[config.mk]
export PLATFORM = sky130hd
export DESIGN_NAME = energy_envelope_hysteresis_detector
export DESIGN_NICKNAME = d
export VERILOG_FILES = /design/src/sv/eehd_pkg.sv /design/src/sv/eehd_mul.sv /design/src/sv/eehd_regs.sv /design/src/sv/energy_envelope_hysteresis_detector.sv
export SDC_FILE = /design/constraint.sdc
export NUM_CORES = 1
export LEC_CHECK = 0
export ABC_AREA = 1
export BUFFER_PORTS_ARGS = -buffer_cell sky130_fd_sc_hd__buf_2
export CAP_MARGIN = 20
export CORE_MARGIN = 3
export CORE_UTILIZATION = 26
export DETAILED_ROUTE_END_ITERATION = 8
export GPL_TIMING_DRIVEN = 0
export PLACE_DENSITY = 0.5
export SYNTH_ARGS = -nofsm -noshare
export SYNTH_HDL_FRONTEND = slang
export SYNTH_HIERARCHICAL = 1
export SYNTH_SLANG_ARGS = --single-unit
[constraint.sdc]
create_clock -name clk -period 17.1 [get_ports clk]
set_input_delay 3.42 -clock clk [delete_from_list [all_inputs] [get_ports clk]]
set_output_delay 3.42 -clock clk [all_outputs]
set_load 0.01 [all_outputs]
[src/sv/eehd_pkg.sv]
package eehd_pkg;

  // default widths
  localparam int SAMPLE_BITS_DEF = 16;
  localparam int ENV_BITS_DEF    = 24;

  // register file layout
  localparam int ADDR_BITS = 4;
  localparam int DATA_BITS = 32;
  localparam int ALPHA_BITS = 16;

  localparam logic [1:0] REG_ALPHA   = 2'd0;
  localparam logic [1:0] REG_ON_THR  = 2'd1;
  localparam logic [1:0] REG_OFF_THR = 2'd2;

  // register reset values
  localparam logic [ALPHA_BITS-1:0] ALPHA_RESET   = 16'd62259;
  localparam logic [31:0]           ON_THR_RESET  = 32'd3355443;
  localparam logic [31:0]           OFF_THR_RESET = 32'd1677722;

  // event codes
  localparam logic [1:0] EV_NONE  = 2'd0;
  localparam logic [1:0] EV_START = 2'd1;
  localparam logic [1:0] EV_STOP  = 2'd2;

endpackage

[src/sv/eehd_mul.sv]
module eehd_mul
  import eehd_pkg::*;
#(
  parameter int MUL_BITS = 32
) (
  input  logic                    clk,
  input  logic [MUL_BITS-1:0]     op_a,
  input  logic [MUL_BITS-1:0]     op_b,
  output logic [2*MUL_BITS-1:0]   prod
);

  // shared unsigned multiplier, product registered every cycle
  always_ff @(posedge clk) begin
    prod <= op_a * op_b;
  end

endmodule

[src/sv/eehd_regs.sv]
module eehd_regs
  import eehd_pkg::*;
#(
  parameter int ENV_BITS = ENV_BITS_DEF
) (
  input  logic                  clk,
  input  logic                  rst,
  input  logic                  psel,
  input  logic                  penable,
  input  logic                  pwrite,
  input  logic [ADDR_BITS-1:0]  paddr,
  input  logic [DATA_BITS-1:0]  pwdata,
  output logic [DATA_BITS-1:0]  prdata,
  output logic [ALPHA_BITS-1:0] alpha,
  output logic [ENV_BITS-1:0]   on_thr,
  output logic [ENV_BITS-1:0]   off_thr
);

  logic [1:0] reg_idx;
  logic       wr_en;

  assign reg_idx = paddr[ADDR_BITS-1:2];
  assign wr_en   = psel & penable & pwrite;

  // register writes, values masked to register width
  always_ff @(posedge clk) begin
    if (rst) begin
      alpha   <= ALPHA_RESET;
      on_thr  <= ON_THR_RESET[ENV_BITS-1:0];
      off_thr <= OFF_THR_RESET[ENV_BITS-1:0];
    end else if (wr_en) begin
      unique case (reg_idx)
        REG_ALPHA:   alpha   <= pwdata[ALPHA_BITS-1:0];
        REG_ON_THR:  on_thr  <= pwdata[ENV_BITS-1:0];
        REG_OFF_THR: off_thr <= pwdata[ENV_BITS-1:0];
        default: ;
      endcase
    end
  end

  // read mux
  always_comb begin
    unique case (reg_idx)
      REG_ALPHA:   prdata = DATA_BITS'(alpha);
      REG_ON_THR:  prdata = DATA_BITS'(on_thr);
      REG_OFF_THR: prdata = DATA_BITS'(off_thr);
      default:     prdata = '0;
    endcase
  end

endmodule

[src/sv/energy_envelope_hysteresis_detector.sv]
// each input beat steps through S_SQ, S_SAT, S_MA and S_MB before the output beat is loaded
// a new sample is taken only in S_IDLE, after the last one is done; the single shared
//   multiplier is used three times per sample (square, alpha*env, (1-alpha)*square)
// a stalled output holds the sequencer in its last step until the beat is taken
// reset (rst, synchronous) clears envelope and detection state and loads
//   the register defaults; no clearing pass is needed
module energy_envelope_hysteresis_detector
  import eehd_pkg::*;
#(
  parameter int SAMPLE_BITS = SAMPLE_BITS_DEF,
  parameter int ENV_BITS    = ENV_BITS_DEF,
  localparam int IN_W  = ((SAMPLE_BITS + 7) / 8) * 8,
  localparam int OUT_W = ((SAMPLE_BITS + ENV_BITS + 3 + 7) / 8) * 8
) (
  input  logic                 clk,
  input  logic                 rst,
  // slave stream
  input  logic                 s_tvalid,
  output logic                 s_tready,
  input  logic [IN_W-1:0]      s_tdata,   // sample_in
  // master stream
  output logic                 m_tvalid,
  input  logic                 m_tready,
  output logic [OUT_W-1:0]     m_tdata,   // sample_out, envelope, event_res, active
  // register port
  input  logic                 psel,
  input  logic                 penable,
  input  logic                 pwrite,
  input  logic [ADDR_BITS-1:0] paddr,
  input  logic [DATA_BITS-1:0] pwdata,
  output logic [DATA_BITS-1:0] prdata,
  output logic                 pready
);

  localparam int MW0      = (SAMPLE_BITS > ENV_BITS) ? SAMPLE_BITS : ENV_BITS;
  localparam int MUL_BITS = (MW0 > ALPHA_BITS + 1) ? MW0 : ALPHA_BITS + 1;
  localparam int SHIFT    = 2 * (SAMPLE_BITS - 1) - ENV_BITS;
  localparam int SHR      = (SHIFT >= 0) ? SHIFT : 0;
  localparam int SHL      = (SHIFT < 0) ? -SHIFT : 0;
  localparam int SQ_W     = 2 * SAMPLE_BITS + ENV_BITS;
  localparam int ACC_W    = ENV_BITS + ALPHA_BITS + 1;
  localparam int PAD_W    = OUT_W - (SAMPLE_BITS + ENV_BITS + 3);

  typedef enum logic [2:0] {S_IDLE, S_SQ, S_SAT, S_MA, S_MB} state_t;

  state_t                  state;
  logic [SAMPLE_BITS-1:0]  sample;
  logic [SAMPLE_BITS-1:0]  mag;
  logic [ENV_BITS-1:0]     x2;
  logic [ACC_W-1:0]        acc;
  logic [ENV_BITS-1:0]     energy_level;
  logic                    detect_on;

  logic [SAMPLE_BITS-1:0]  out_sample;
  logic [ENV_BITS-1:0]     out_env;
  logic [1:0]              out_event;
  logic                    out_active;

  logic [ALPHA_BITS-1:0]   alpha;
  logic [ENV_BITS-1:0]     on_thr;
  logic [ENV_BITS-1:0]     off_thr;

  logic [MUL_BITS-1:0]     op_a;
  logic [MUL_BITS-1:0]     op_b;
  logic [2*MUL_BITS-1:0]   prod;

  logic [SAMPLE_BITS-1:0]  in_sample;
  logic [SAMPLE_BITS-1:0]  in_mag;
  logic [SQ_W-1:0]         sq_shift;
  logic [ENV_BITS-1:0]     x2_sat;
  logic [ALPHA_BITS:0]     beta;
  logic [ACC_W-1:0]        sum;
  logic [ENV_BITS-1:0]     env_new;
  logic                    out_free;
  logic                    out_load;

  // register file
  eehd_regs #(
    .ENV_BITS (ENV_BITS)
  ) u_regs (
    .clk     (clk),
    .rst     (rst),
    .psel    (psel),
    .penable (penable),
    .pwrite  (pwrite),
    .paddr   (paddr),
    .pwdata  (pwdata),
    .prdata  (prdata),
    .alpha   (alpha),
    .on_thr  (on_thr),
    .off_thr (off_thr)
  );

  assign pready = 1'b1;

  // shared multiplier
  eehd_mul #(
    .MUL_BITS (MUL_BITS)
  ) u_mul (
    .clk  (clk),
    .op_a (op_a),
    .op_b (op_b),
    .prod (prod)
  );

  // sample magnitude, most negative value gives 2^(SAMPLE_BITS-1)
  assign in_sample = s_tdata[SAMPLE_BITS-1:0];
  assign in_mag    = in_sample[SAMPLE_BITS-1] ? (~in_sample + SAMPLE_BITS'(1)) : in_sample;

  // square to Q0.ENV_BITS with saturation
  assign sq_shift = (SQ_W'(prod[2*SAMPLE_BITS-1:0]) << SHL) >> SHR;
  assign x2_sat   = (|sq_shift[SQ_W-1:ENV_BITS]) ? '1 : sq_shift[ENV_BITS-1:0];

  assign beta = (ALPHA_BITS + 1)'(1 << ALPHA_BITS) - (ALPHA_BITS + 1)'(alpha);

  // multiplier operand select per step
  always_comb begin
    unique case (state)
      S_SQ: begin
        op_a = MUL_BITS'(mag);
        op_b = MUL_BITS'(mag);
      end
      S_SAT: begin
        op_a = MUL_BITS'(alpha);
        op_b = MUL_BITS'(energy_level);
      end
      S_MA, S_MB: begin
        op_a = MUL_BITS'(beta);
        op_b = MUL_BITS'(x2);
      end
      default: begin
        op_a = '0;
        op_b = '0;
      end
    endcase
  end

  // envelope sum and truncating shift
  assign sum     = acc + prod[ACC_W-1:0];
  assign env_new = sum[ENV_BITS+ALPHA_BITS-1:ALPHA_BITS];

  assign out_free = ~m_tvalid | m_tready;
  assign out_load = (state == S_MB) & out_free;
  assign s_tready = (state == S_IDLE);

  // sequencer, state and output register
  always_ff @(posedge clk) begin
    if (rst) begin
      state        <= S_IDLE;
      energy_level <= '0;
      detect_on    <= 1'b0;
      m_tvalid     <= 1'b0;
    end else begin
      // output valid set on load, cleared once the beat is taken
      if (out_load) begin
        m_tvalid <= 1'b1;
      end else if (m_tready) begin
        m_tvalid <= 1'b0;
      end
      unique case (state)
        S_IDLE: begin
          if (s_tvalid) begin
            sample <= in_sample;
            mag    <= in_mag;
            state  <= S_SQ;
          end
        end
        S_SQ: begin
          state <= S_SAT;
        end
        S_SAT: begin
          x2    <= x2_sat;
          state <= S_MA;
        end
        S_MA: begin
          acc   <= prod[ACC_W-1:0];
          state <= S_MB;
        end
        S_MB: begin
          if (out_free) begin
            energy_level <= env_new;
            out_sample   <= sample;
            out_env      <= env_new;
            if (!detect_on && env_new >= on_thr) begin
              detect_on  <= 1'b1;
              out_active <= 1'b1;
              out_event  <= EV_START;
            end else if (detect_on && env_new <= off_thr) begin
              detect_on  <= 1'b0;
              out_active <= 1'b0;
              out_event  <= EV_STOP;
            end else begin
              out_active <= detect_on;
              out_event  <= EV_NONE;
            end
            state <= S_IDLE;
          end
        end
        default: state <= S_IDLE;
      endcase
    end
  end

  // output beat packing
  generate
    if (PAD_W > 0) begin : g_pad
      assign m_tdata = {{PAD_W{1'b0}}, out_active, out_event, out_env, out_sample};
    end else begin : g_nopad
      assign m_tdata = {out_active, out_event, out_env, out_sample};
    end
  endgenerate

  // a start event always leaves the detector active, a stop inactive
  a_event_active: assert property (@(posedge clk) disable iff (rst)
    (m_tvalid && out_event == EV_START) |-> out_active)
    else $error("start event without active state");

  a_stop_inactive: assert property (@(posedge clk) disable iff (rst)
    (m_tvalid && out_event == EV_STOP) |-> !out_active)
    else $error("stop event with active state");

  // envelope only moves in the final step
  a_env_hold: assert property (@(posedge clk) disable iff (rst)
    (state != S_MB) |=> $stable(energy_level))
    else $error("envelope changed outside final step");

  // no new sample while one is in flight
  a_busy: assert property (@(posedge clk) disable iff (rst)
    (s_tvalid && s_tready) |=> !s_tready)
    else $error("sample accepted while busy");

endmodule

**Word-level counts from Yosys, hierarchy flattened**

Index checks and enable logic that the tools add are counted.

- Add/sub/neg operators: 3
- Multiply operators: 1
- Magnitude comparators: 2
- Equal/unequal tests: 8
- Muxes and demuxes: 12
- Bitwise gates (word level): 7
- Reductions and logical operators: 17

Operators with widths:

| cell | count |
|---|---|
| one-hot mux 24 bit (3 select lines) | 2 |
| one-hot mux 17 bit (3 select lines) | 1 |
| adder 40 bit | 1 |
| multiplier 17 x 24 -> 40 bit | 1 |
| greater-or-equal comparator 24 bit | 1 |
| <= comparator 24 bit | 1 |
| subtractor 17 x 16 -> 17 bit, first input constant | 1 |
| adder 16 x 1 -> 16 bit, second input constant | 1 |
| NOT 16 bit | 1 |
| 2-to-1 mux 15 bit | 1 |
| one-hot mux 3 bit (5 select lines) | 1 |
| AND reduction 2 bit | 7 |
| == test 3 x 2 -> 1 bit, second input constant | 2 |
| 2-to-1 mux 3 bit | 2 |
| AND reduction 3 bit | 2 |
| 2-to-1 mux 1 bit | 4 |
| != test 2 bit, second input constant | 2 |
| OR reduction 2 bit | 2 |
| bitwise AND 1 bit | 3 |
| == test 3 x 1 -> 1 bit, second input constant | 1 |
| == test 3 bit, second input constant | 1 |
| logical NOT 3 bit | 1 |
| == test 2 x 1 -> 1 bit, second input constant | 1 |
| == test 2 bit, second input constant | 1 |
| 7 further kinds | 9 |

- Register bits: 272
- Output and inout port bits: 83

**Depth between registers and ports, before layout**

Gate-level depths: netlist of run 1.

- Depth after elaboration: 5
- Depth in mapped cells: 39

**By module**

Netlist of run 1, hierarchy kept.

By module, submodules not included:

| module | times used | cells each | area an instance (um^2) |
|---|---|---|---|
| eehd_mul | 1 | 2928 | 21496.9 |
| energy_envelope_hysteresis_detector | 1 | 1410 | 10862.9 |
| eehd_regs | 1 | 446 | 2970.3 |

**Least setup slack after synthesis of run 1**

Ideal clock, no wire load.

- Path type: input to output
- From: in paddr[3]
- To: out prdata[0]
- Arrival time: 4.042 ns
- Data required time: 13.680 ns
- Setup slack: 9.638 ns
- Stages on the path: 4
- Path buffers: 1
- Cell sequence: nor2_2 -> clkbuf_1 -> nand2_1 -> nand3_1

- Longest elaborated chain between the ends: 2

Ends and longest elaborated chain:

| item | RTL line | source |
|---|---|---|
| start, declared | energy_envelope_hysteresis_detector.sv:29 | `input logic [ADDR_BITS-1:0] paddr,` |
| == test 2 bit, or another cell as far along | eehd_regs.sv:43 | `unique case (reg_idx)` |
| one-hot mux 24 bit (3 select lines) (*) | eehd_regs.sv:43 |  |
| end, declared | energy_envelope_hysteresis_detector.sv:31 | `output logic [DATA_BITS-1:0] prdata,` |

Mark *: on every way between the ends. The rest lies on a longest branch, timed or not.

**Worst setup path after layout of run 1**

- From: reg state[1]
- To: reg u_mul.prod[35]

- Longest elaborated chain between the ends: 4

Ends and longest elaborated chain:

| item | RTL line | source |
|---|---|---|
| start, declared | energy_envelope_hysteresis_detector.sv:46 | `state_t state;` |
| start signal, assigned | energy_envelope_hysteresis_detector.sv:149 | `state <= S_IDLE;` |
| start signal, assigned | energy_envelope_hysteresis_detector.sv:165 | `state <= S_SQ;` |
| start signal, assigned | energy_envelope_hysteresis_detector.sv:169 | `state <= S_SAT;` |
| == test 3 bit / == test 3 x 2 -> 1 bit (equally long branches) | energy_envelope_hysteresis_detector.sv:118 | `unique case (state)` |
| OR reduction 2 bit | energy_envelope_hysteresis_detector.sv:118 |  |
| one-hot mux 17 bit (3 select lines) (*) | energy_envelope_hysteresis_detector.sv:118 |  |
| named net op_a[1] | energy_envelope_hysteresis_detector.sv:63 | `logic [MUL_BITS-1:0] op_a;` |
| multiplier 17 x 24 -> 40 bit (*) | eehd_mul.sv:14 | `prod <= op_a * op_b;` |
| end signal, assigned | eehd_mul.sv:14 |  |
| end, declared | eehd_mul.sv:9 | `output logic [2*MUL_BITS-1:0] prod` |

The timed path passes the listed nets; every way through them passes the cells marked *.
A chain may end at the register's enable or synchronous reset.

==> results of run 1 <==
worst max-delay path, stage by stage, from the launching register on:
cell	delay, ns
dfxtp_1	0.47
inv_1	0.11
nor2_4	0.27
clkinv_1	0.31
buf_2	0.29
o211ai_1	0.90
clkbuf_1	0.80
nand2_1	0.18
fa_1	0.61
fa_1	0.56
inv_1	0.05
fa_1	0.51
fa_1	0.54
fa_1	0.57
fa_1	0.57
inv_1	0.07
fa_1	0.60
inv_1	0.11
ha_1	0.38
nand2_1	0.14
nor2_1	0.22
nand2_1	0.11
nor2_1	0.09
nand2_1	0.07
nand3_2	0.12
nand2_1	0.08
nand3_1	0.07
nand2_1	0.11
state kept, by name (all words and copies together), names as in the netlist, 24 cells and up:
name	cells
acc	40
out_env	24
energy_level	24
u_mul/prod	40
u_regs/on_thr	24
x2	24
u_regs/off_thr	24
stage by stage:
stage	worst slack [ns]	hold slack (ns)	cells	area, µm²
5_1_grt	7.75	0.425	6376	37400
3_5_place_dp	8.09	0.406	6325	36400
6_report	8.00	0.417	6376	37400
4_1_cts	8.05	0.421	6375	37400
3_3_place_gp	7.65	0.402	6306	36200
2_1_floorplan	9.64	0.400	4539	33600
path summary, 6_finish.rpt:
path                          from                       to  cells after the start
max          state[1]$_SDFFE_PP0P_   u_mul/prod[35]$_DFF_P_                     27
min            sample[3]$_DFFE_PP_  out_sample[3]$_DFFE_PP_                      0
max reg2reg  state[1]$_SDFFE_PP0P_   u_mul/prod[35]$_DFF_P_                     27
min reg2reg    sample[3]$_DFFE_PP_  out_sample[3]$_DFFE_PP_                      0
final cells by class:
type	count	area, µm²
Tap cell	1650	2060
Clock buffer	33	759
Fill cell	13861	89100
Buffer	156	743
Inverter	1275	4790
Timing Repair Buffer	137	787
Clock inverter	17	209
Sequential cell	271	6810
Multi-Input combinational cell	2837	21300
per-layer routing:
metal	share of wire	wire (µm)
met5	0.000083	10
met4	0.029	3530
met3	0.061	7330
met2	0.46	55100
met1	0.45	54000
where the power goes:
group	switching, mW	internal (mW)
logic	1.49	0.631
registers	0.0615	0.784
clock network	0.280	0.379
==> flow_metrics.py, run 1 <==
metrics = {
    "status": {
        "status": "finished, final reports clean",
    },
    "finish": {
        "synthToLayoutAreaGrowth_pct": 12.1,
        "final_cell_mix": "nand2_1, inv_1, fa_1",
        "nets": 5450,
        "final_util": 0.296,
        "antenna_cells": 0,
        "final_common_cell": "nand2_1",
        "drive_gt1_frac": 0.0612,
    },
    "placed_design": {
        "place_congestion": 0.949,
        "dp_hpwl_um": 101000,
        "port_buffers": 117,
    },
    "grt": {
        "grt_antenna_before_repair": 2,
        "met3_usage": 0.0266,
        "grt_pass1_vias": 27738,
        "grtUsageMet1": 0.250,
        "track_usage": 0.182,
        "grt_remaining_overflow": 0,
        "grt_max_degree": 34,
        "met2_usage": 0.299,
        "top_usage_layer": "met2",
        "grt_pass1_wl_um": 180000,
    },
    "clocking": {
        "cts_tree": "yes",
        "post_cts_buffers": 0,
        "cts.clk_slew.worst_paths_ns": 0.07,
        "cts_sinks": 271,
        "insertion_delay_ns": 0.57,
        "clockBufferDepth": 3,
        "root_buffer": "clkbuf_16",
        "h-tree-depth": 1,
        "ctsResizeCount": 0,
        "cts_made_buffers": 27,
        "ctsHoldBuffers": 0,
    },
    "sta": {
        "finalSetupViolations": 0,
        "final_hold_viol_count": 0,
        "slew_headroom": 0.151,
        "rsz0062_at_grt": "false",
        "fin_skew_ns": 0.0178,
        "slew_violations": 0,
        "fin_crit_sh": 0.532,
        "min_period_ns": 9.10,
        "clock.fmax_mhz": 110,
        "worst_slew_pin_slew_ns": 1.27,
        "setup_tns_ns": 0,
    },
    "die": {
        "initial_core_util": 0.264,
        "rows": 130,
        "fp.dieW_um": 364,
        "dieArea_mm2": 0.133,
        "ios": 142,
        "fp.coreArea_mm2": 0.127,
        "die_h_um": 364,
    },
    "routing": {
        "drt_iter0_drc": 2172,
        "routed-via-count": 27993,
        "vias_per_cell": 4.39,
        "dr.pass1.iters": 5,
        "wl_per_cell_um": 18.8,
        "drc": 0,
        "postRouteAntennaNets": 0,
        "routed_wl_um": 120000,
    },
    "pwr": {
        "ir_worst_vdd_mv": 0.0632,
        "power_mw": 3.63,
        "cellLeakagePower_nw": 21.1,
        "power.density_mw_per_mm2": 97.0,
    },
    "flow_run": {
        "cap_viol_max_count": 0,
    },
    "synth": {
        "yosysWarnings": 6,
        "synth_area_mm2": 0.0334,
        "synth_area_per_cell_um2": 7.43,
        "synth_cells": 4491,
    },
    "critical_path": {
        "path_max_fanout": 10,
        "required_ns": 17.53,
        "cp-start-kind": "flip-flop",
        "worstPathArrival_ns": 9.53,
        "criticalPathCategory": "flip-flop to flip-flop",
        "r2r_slack_ns": 8.00,
        "endpoint_kind": "flip-flop",
    },
    "min_path": {
        "hold_class": "flip-flop to flip-flop",
    },
}
Note: power is estimated with default switching activity, not from simulation.
==> run 2, diff against run 1 <==
--- a/config.mk
+++ b/config.mk
@@ -5,14 +5,14 @@
 export SDC_FILE = /design/constraint.sdc
 export NUM_CORES = 1
 export LEC_CHECK = 0
-export ABC_AREA = 1
+export ABC_AREA = 0
 export BUFFER_PORTS_ARGS = -buffer_cell sky130_fd_sc_hd__buf_2
 export CAP_MARGIN = 20
 export CORE_MARGIN = 3
 export CORE_UTILIZATION = 26
 export DETAILED_ROUTE_END_ITERATION = 8
 export GPL_TIMING_DRIVEN = 0
-export PLACE_DENSITY = 0.5
+export PLACE_DENSITY = 0.52
 export SYNTH_ARGS = -nofsm -noshare
 export SYNTH_HDL_FRONTEND = slang
 export SYNTH_HIERARCHICAL = 1
==> constraint.sdc (replaced) <==
create_clock -name clk -period 7.4 [get_ports clk]
set_input_delay 1.48 -clock clk [delete_from_list [all_inputs] [get_ports clk]]
set_output_delay 1.48 -clock clk [all_outputs]
set_load 0.01 [all_outputs]
==> run 2 against run 1 <==
The flow now finishes with violations (setup timing). Register-to-register slack got worse by 9.4 ns. Clock power up 130%. Via count is 11% lower. Critical path depth increased by 8. Flip-flop and latch count unchanged. Setup slack lost 9.4 ns. Hold slack lost 0.019 ns. Power grew 110%. Cell count decreased by 16%. Sequential power grew 130%. Critical path type unchanged. Combinational power rose by 92%. Clock skew is 0.0045 ns higher.
==> flow_metrics.py, run 2 <==
metrics = {
    "placed_design": {
        "port_buffers": 117,
        "dpl_worst_slack_ns": -2.54,
        "placed_cell_area_mm2": 0.0351,
        "place_congestion": 0.918,
        "dpl.cell_count": 5214,
        "dp_hpwl_um": 87900,
    },
    "die": {
        "die_h_um": 355,
        "dieArea_mm2": 0.126,
        "fp.dieW_um": 355,
        "fp.coreArea_mm2": 0.121,
        "ios": 142,
        "rows": 127,
        "initial_core_util": 0.263,
    },
    "routing": {
        "routed-via-count": 24865,
        "vias_per_cell": 4.65,
        "routed_wl_um": 110000,
        "drc": 0,
        "drt_iter0_drc": 1796,
        "dr.pass1.iters": 6,
        "postRouteAntennaNets": 0,
        "wl_per_cell_um": 20.6,
    },
    "sta": {
        "fin_crit_sh": 1.19,
        "finalSetupViolations": 27,
        "rsz0062_at_grt": "true",
        "holdWs_ns": 0.398,
        "worst_slew_pin_slew_ns": 1.10,
        "slew_headroom": 0.265,
        "worst_slack_ns": -1.38,
        "min_period_ns": 8.78,
        "final_hold_viol_count": 0,
        "slew_violations": 0,
        "clock.fmax_mhz": 114,
        "setup_tns_ns": -26.25,
        "fin_skew_ns": 0.0223,
    },
    "finish": {
        "ff_latch_area_mm2": 0.00682,
        "synthToLayoutAreaGrowth_pct": 18.9,
        "multi_input_area_mm2": 0.0229,
        "final_util": 0.313,
        "fillers": 12681,
        "drive_gt1_frac": 0.150,
        "finalInstanceArea_mm2": 0.0377,
        "final_common_cell": "inv_1",
        "stdcell_count": 5346,
        "nets": 4454,
        "final_cell_mix": "inv_1, fa_1, nand2_1",
        "largestRegisters": "acc x40, u_mul/prod x40",
    },
    "pwr": {
        "ir_worst_vdd_mv": 0.172,
        "power.density_mw_per_mm2": 200,
        "cellLeakagePower_nw": 17.2,
        "power_mw": 7.54,
    },
    "grt": {
        "grt_remaining_overflow": 0,
        "grt_pass1_wl_um": 166000,
        "grt_pass1_vias": 25492,
        "grt_antenna_before_repair": 5,
        "grt_max_degree": 32,
        "track_usage": 0.174,
    },
    "critical_path": {
        "cp-start-kind": "flip-flop",
        "slowest_stage": "fa_1",
        "required_ns": 7.83,
        "criticalPathCategory": "flip-flop to flip-flop",
        "crit_top_cell": "fa_1",
        "endpoint_kind": "flip-flop",
        "cpPeakStageDelay_ns": 0.57,
        "worstPathArrival_ns": 9.21,
        "path_max_fanout": 7,
    },
    "clocking": {
        "insertion_delay_ns": 0.58,
        "cts.clk_slew.worst_paths_ns": 0.06,
        "cts_tree": "yes",
        "cts_sinks": 271,
        "cts_made_buffers": 30,
        "clockBufferDepth": 3,
        "root_buffer": "clkbuf_16",
        "h-tree-depth": 1,
    },
    "min_path": {
        "hold_class": "flip-flop to flip-flop",
    },
    "status": {
        "violations": "setup timing",
        "status": "finished, violations left",
    },
    "flow_run": {
        "cap_viol_max_count": 0,
    },
    "synth": {
        "synth_area_mm2": 0.0317,
        "synth_area_per_cell_um2": 9.30,
        "yosysWarnings": 6,
        "synth_cells": 3414,
    },
}
[run 2: worst paths after layout]
| path | startpoint | to | slack, ns | cells past startpoint |
|---|---|---|---|---|
| worst max-delay path | u_regs/alpha[0]$_SDFFE_PP1P_ | u_mul/prod[38]$_DFF_P_ | -1.38 | 35 |
| worst min-delay path | sample[6]$_DFFE_PP_ | out_sample[6]$_DFFE_PP_ | 0.40 | 0 |
| worst max register to register | u_regs/alpha[0]$_SDFFE_PP1P_ | u_mul/prod[38]$_DFF_P_ | -1.38 | 35 |
| worst min register to register | sample[6]$_DFFE_PP_ | out_sample[6]$_DFFE_PP_ | 0.40 | 0 |
[run 2: timing repair]
item	in CTS	in global routing
endpoints found under the setup margin	31	30
hold buffers	0	0
hold endpoints to repair	0	0
pin swaps	92	36
resized for setup	219	61
setup buffers	62	17
gates cloned	2	0
[run 2: worst max-delay path: cells and delay by family (launching register included)]
kind | cells | cell delay, ns
fa+ha+maj | 9 | 3.80
simple gates | 7 | 1.64
compound gates | 8 | 1.59
flops | 1 | 0.37
buf+inv | 9 | 0.86
xor+xnor | 2 | 0.32
[run 2: area by class of cell]
type                    instances  area share
clock buffers                  39      0.0216
well taps                    1612      0.0535
inverters                     611      0.0609
multi-input cells            2384       0.608
plain buffers                 192      0.0285
flip-flops and latches        271       0.181
clock inverters                17     0.00537
repair buffers                219      0.0416
diodes                          1   0.0000663
[run 2: power breakdown]
group	leakage [nW]	internal, mW	total (mW)	switching (mW)
registers	2.34	1.80	1.92	0.127
logic	14.4	1.50	4.08	2.58
clock network	0.485	0.914	1.53	0.620
[run 2: routing by layer]
metal  wire length [µm]  up-vias  GRT usage
met1              47400    12589      0.233
met3               6750      170     0.0242
met2              51800      821      0.289
met4               4290        0     0.0540
met5                  0        -          0
li1                   -    11285          -
